`src/kmw_ram.sv`:
```
// Generic single-write, single-read RAM with registered read data.
module kmw_ram #(
    parameter int WIDTH = 8,
    parameter int DEPTH = 16
) (
    input  logic                     clk,
    input  logic                     wr_en,
    input  logic [$clog2(DEPTH)-1:0] wr_addr,
    input  logic [WIDTH-1:0]         wr_data,
    input  logic                     rd_en,
    input  logic [$clog2(DEPTH)-1:0] rd_addr,
    output logic [WIDTH-1:0]         rd_data
);

    logic [WIDTH-1:0] mem [DEPTH];

    always_ff @(posedge clk)
    begin
        if (wr_en)
        begin
            mem[wr_addr] <= wr_data;
        end
        if (rd_en)
        begin
            rd_data <= mem[rd_addr];
        end
    end

endmodule

```
`config.mk`:
```
export PLATFORM = sky130hd
export DESIGN_NAME = kmw_ram
export DESIGN_NICKNAME = d
export VERILOG_FILES = /design/src/kmw_ram.sv
export SDC_FILE = /design/constraint.sdc
export NUM_CORES = 1
export LEC_CHECK = 0
export BUFFER_PORTS_ARGS = -buffer_cell sky130_fd_sc_hd__buf_2
export CORE_ASPECT_RATIO = 2
export CORE_UTILIZATION = 40
export DETAILED_ROUTE_END_ITERATION = 8
export GPL_ROUTABILITY_DRIVEN = 0
export SLEW_MARGIN = 20
export SYNTH_ARGS = -nofsm -noshare
export SYNTH_HDL_FRONTEND = slang
export SYNTH_SLANG_ARGS = --single-unit
```
`constraint.sdc`:
```
create_clock -name clk -period 2.4 [get_ports clk]
set_input_delay 0.36 -clock clk [delete_from_list [all_inputs] [get_ports clk]]
set_output_delay 0.36 -clock clk [all_outputs]
set_load 0.01 [all_outputs]
```
==> flow_summary.rst <==
.. list-table::
   :header-rows: 1

   * - Metric
     - Value
   * - Sequential cell area
     - 4080 µm²
   * - RSZ-0062 raised after global routing
     - no
   * - Antenna fix cells
     - 0
   * - Yosys top cell area share
     - 78.1%
   * - Via density per instance
     - 5.49
   * - Clock edge transition at the registers on the reported setup and hold paths
     - 0.06 ns
   * - Worst R2R Start
     - mem[1][3]
   * - H-tree depth
     - 4
   * - DRT iter0 DRCs
     - 195
   * - Pins over their slew limit
     - 0
   * - Clock Latency Late Sink
     - 0.41 ns
   * - Total I/O pin count
     - 27
   * - Req. time, crit path
     - 2.56 ns
   * - Post-synthesis cell count
     - 229
   * - Placement row count
     - 58
   * - Net count after synthesis
     - 248
   * - Final setup viols
     - 0
   * - Clock Path Buffers
     - 2
   * - Synthesis-to-layout area growth
     - 18.8%
   * - Global-route total usage across every layer
     - 16.8%
   * - Synth Area per Inst
     - 22.8 µm²
   * - Power Dens Cells
     - 884 nW/µm²
   * - Leakage dissipation
     - 2.10 nW
   * - Cell type of the slowest stage on the worst timing path
     - mux4_1
   * - Slew HR
     - 47.5%
   * - Startpoint type of the worst setup path
     - input pin
   * - Count of vias placed by the detailed router
     - 2,443
   * - Die Footprint
     - 13,600 µm²
   * - Most instantiated flip-flop cell in the synthesis netlist
     - edfxtp_1
   * - Final-layout fill cell count
     - 1,076
   * - CTS tree
     - yes
   * - Fraction of layout cells with a size suffix above 1
     - 30.8%
   * - Logic depth of the worst path, buffers included
     - 5
   * - Fin. Hold Viols
     - 0
   * - Result of the run
     - finished, final reports clean
   * - Number of synthesized register bits
     - 136
   * - Kind of capture point of the worst setup path
     - flip-flop
   * - Sum of overflow across all layers after global routing
     - 0
   * - Proportion of synthesized chip area in sequential cells
     - 78.1%
   * - CP bufs+invs
     - 2
   * - Initial antenna violation count
     - 0
   * - Post-synthesis instance area
     - 5230 µm²
   * - Layout Nets
     - 302
   * - Most frequent cells after synthesis
     - edfxtp_1, mux4_2, a22oi_1, mux4_1, nor2_1
   * - Netlist cell types
     - 18
   * - Final min period
     - 1.51 ns
   * - Largest fanout on the critical path
     - 32
   * - Worst-Margin Slew
     - 0.785 ns
   * - DPL Wire Length
     - 6760 µm
   * - Number of non-filler instances in the completed layout
     - 445
   * - Mean routed wirelength per cell
     - 23.2 µm
   * - Die Wd
     - 82.8 µm
   * - Maximum number of pins on one net before global-route repair
     - 33
   * - Peak supply drop
     - 560 µV
   * - Clk sinks
     - 136
   * - Hold buffers post-CTS
     - 0
   * - Post-detailed-routing wire length
     - 10,300 µm
   * - Ordered list of cells on the worst path
     - buf_2, buf_12, mux4_1, a22oi_1, nand2_1
   * - Max Cap Viol
     - 0
   * - Die height
     - 164 µm
   * - Buffers added on ports
     - 26
   * - CP top delay family
     - multiplexers
   * - Number of cell instances on the worst register-to-register path
     - 3
   * - Footprint of the multi-input gates
     - 1060 µm²
   * - Core outline area
     - 12,600 µm²
   * - Worst min-delay path category
     - in -> reg
   * - Reg2Reg Setup Slack
     - 0.93 ns
   * - Setup TNS Final
     - 0 ns
   * - Number of setup buffers added after CTS
     - 0
   * - TritonCTS Buffers
     - 17
   * - Final worst-path cycle share
     - 63.1%
   * - Library cell used as clock root buffer
     - clkbuf_16
   * - Category of the critical setup timing path
     - in -> reg
   * - End point of the critical path
     - rd_data[3]
   * - Post-route antenna net violation count
     - 0
   * - Async set-or-reset flop fraction in the synthesized netlist
     - 0%
   * - Number of global-route vias before repair
     - 2,621
   * - Cell with the most instances after synthesis
     - edfxtp_1
   * - Clock Skews
     - 0.00526 ns
   * - Number of cells after detailed placement
     - 414
   * - Count of cells resized by post-cts repair
     - 0
   * - Critical register-to-register path endpoint
     - rd_data[3]
   * - Initial cell density of the core
     - 41.4%
   * - Largest stage delay on the critical path
     - 0.61 ns
   * - First-pass iteration count of the detailed router
     - 4
   * - Launching element of the worst setup path
     - rd_addr[0]
   * - First-pass GRT wire length
     - 16,000 µm
   * - DRC
     - 0
   * - Number of enable flip-flop cells after synthesis
     - 136
   * - Arrival time at the worst endpoint
     - 1.67 ns
   * - Power consumption
     - 5.49 mW
   * - Largest area contributor in the synthesized netlist
     - edfxtp_1
   * - Maximum operating frequency
     - 0.660 GHz
   * - Synth Warn #
     - 0
   * - Largest cells by area after synthesis
     - edfxtp_1, mux4_2, mux4_1
kinds of logic (layout without fill, tap and decap cells):
logic type             after synthesis  after routing  synth area share (%)
and+or+nand+nor                     35             35                  3.14
AOI/OAI and AO/OA                   16             16                  2.30
buffers and inverters               10             76                  1.65
DFF                                136            136                  78.1
muxes                               32             32                  14.8
sequential cells by signal, summed over array words and instances (netlist names):
signal   count
mem        128
rd_data      8
layout by cell type (no fill, tap or decap):
cell type	count
buf_4	17
nor2_1	13
nand3_1	1
nor3_1	4
or3b_2	1
nand3b_1	2
nand2b_1	2
and2_1	1
edfxtp_1	136
nor2b_1	1
clkinv_1	3
and2b_1	1
inv_6	2
mux4_2	18
buf_2	26
clkinvlp_4	1
bufinv_16	3
clkinv_2	2
nand2_1	9
clkbuf_16	17
buf_12	2
mux4_1	14
clkinv_4	2
clkbuf_1	1
a22oi_1	16
worst min path at each step:
stage                          start  slack, ns  cells past startpoint          to
after floorplan           wr_data[0]       0.46                      0   mem[0][0]
after global placement    mem[14][7]       0.72                      3  rd_data[7]
after detailed placement  mem[14][0]       0.73                      3  rd_data[0]
after CTS                      rd_en       0.32                      1  rd_data[2]
after global routing           rd_en       0.31                      1  rd_data[7]
final                          rd_en       0.32                      1  rd_data[7]
layer usage:
metal / up-vias / track usage [%] / share of wire, %
li1: 1082 / - / -
met1: 1292 / 18.6 / 39
met2: 55 / 30.5 / 56
met3: 14 / 3.59 / 2.8
met4: 0 / 7.84 / 2.1
met5: - / 0 / 0
cell type report:
| cell class | instances | area share, % |
|---|---|---|
| clock buffer | 18 | 6.91 |
| clock inverter | 13 | 2.48 |
| tap | 150 | 3.02 |
| timing repair buffer | 45 | 4.80 |
| multi-input combinational | 83 | 17.0 |
| sequential | 136 | 65.8 |
power breakdown:
part | internal [mW] | switching (mW) | leakage, nW
logic | 0.105 | 0.140 | 0.583
clock network | 1.62 | 0.933 | 0.283
registers | 2.68 | 0.0124 | 1.24
total | 4.40 | 1.09 | 2.10
stage by stage:
stage          hold slack [ns]  util (%)  cell area, µm²  worst slack, ns
2_1_floorplan            0.459         -            5230            0.547
3_3_place_gp             0.724      44.6            5630            0.456
3_5_place_dp             0.732      44.6            5630            0.445
4_1_cts                  0.321      49.2            6210            0.879
5_1_grt                  0.311      49.2            6210            0.789
6_report                 0.323      49.2            6210            0.885
Note: power is estimated with default switching activity, not from simulation.
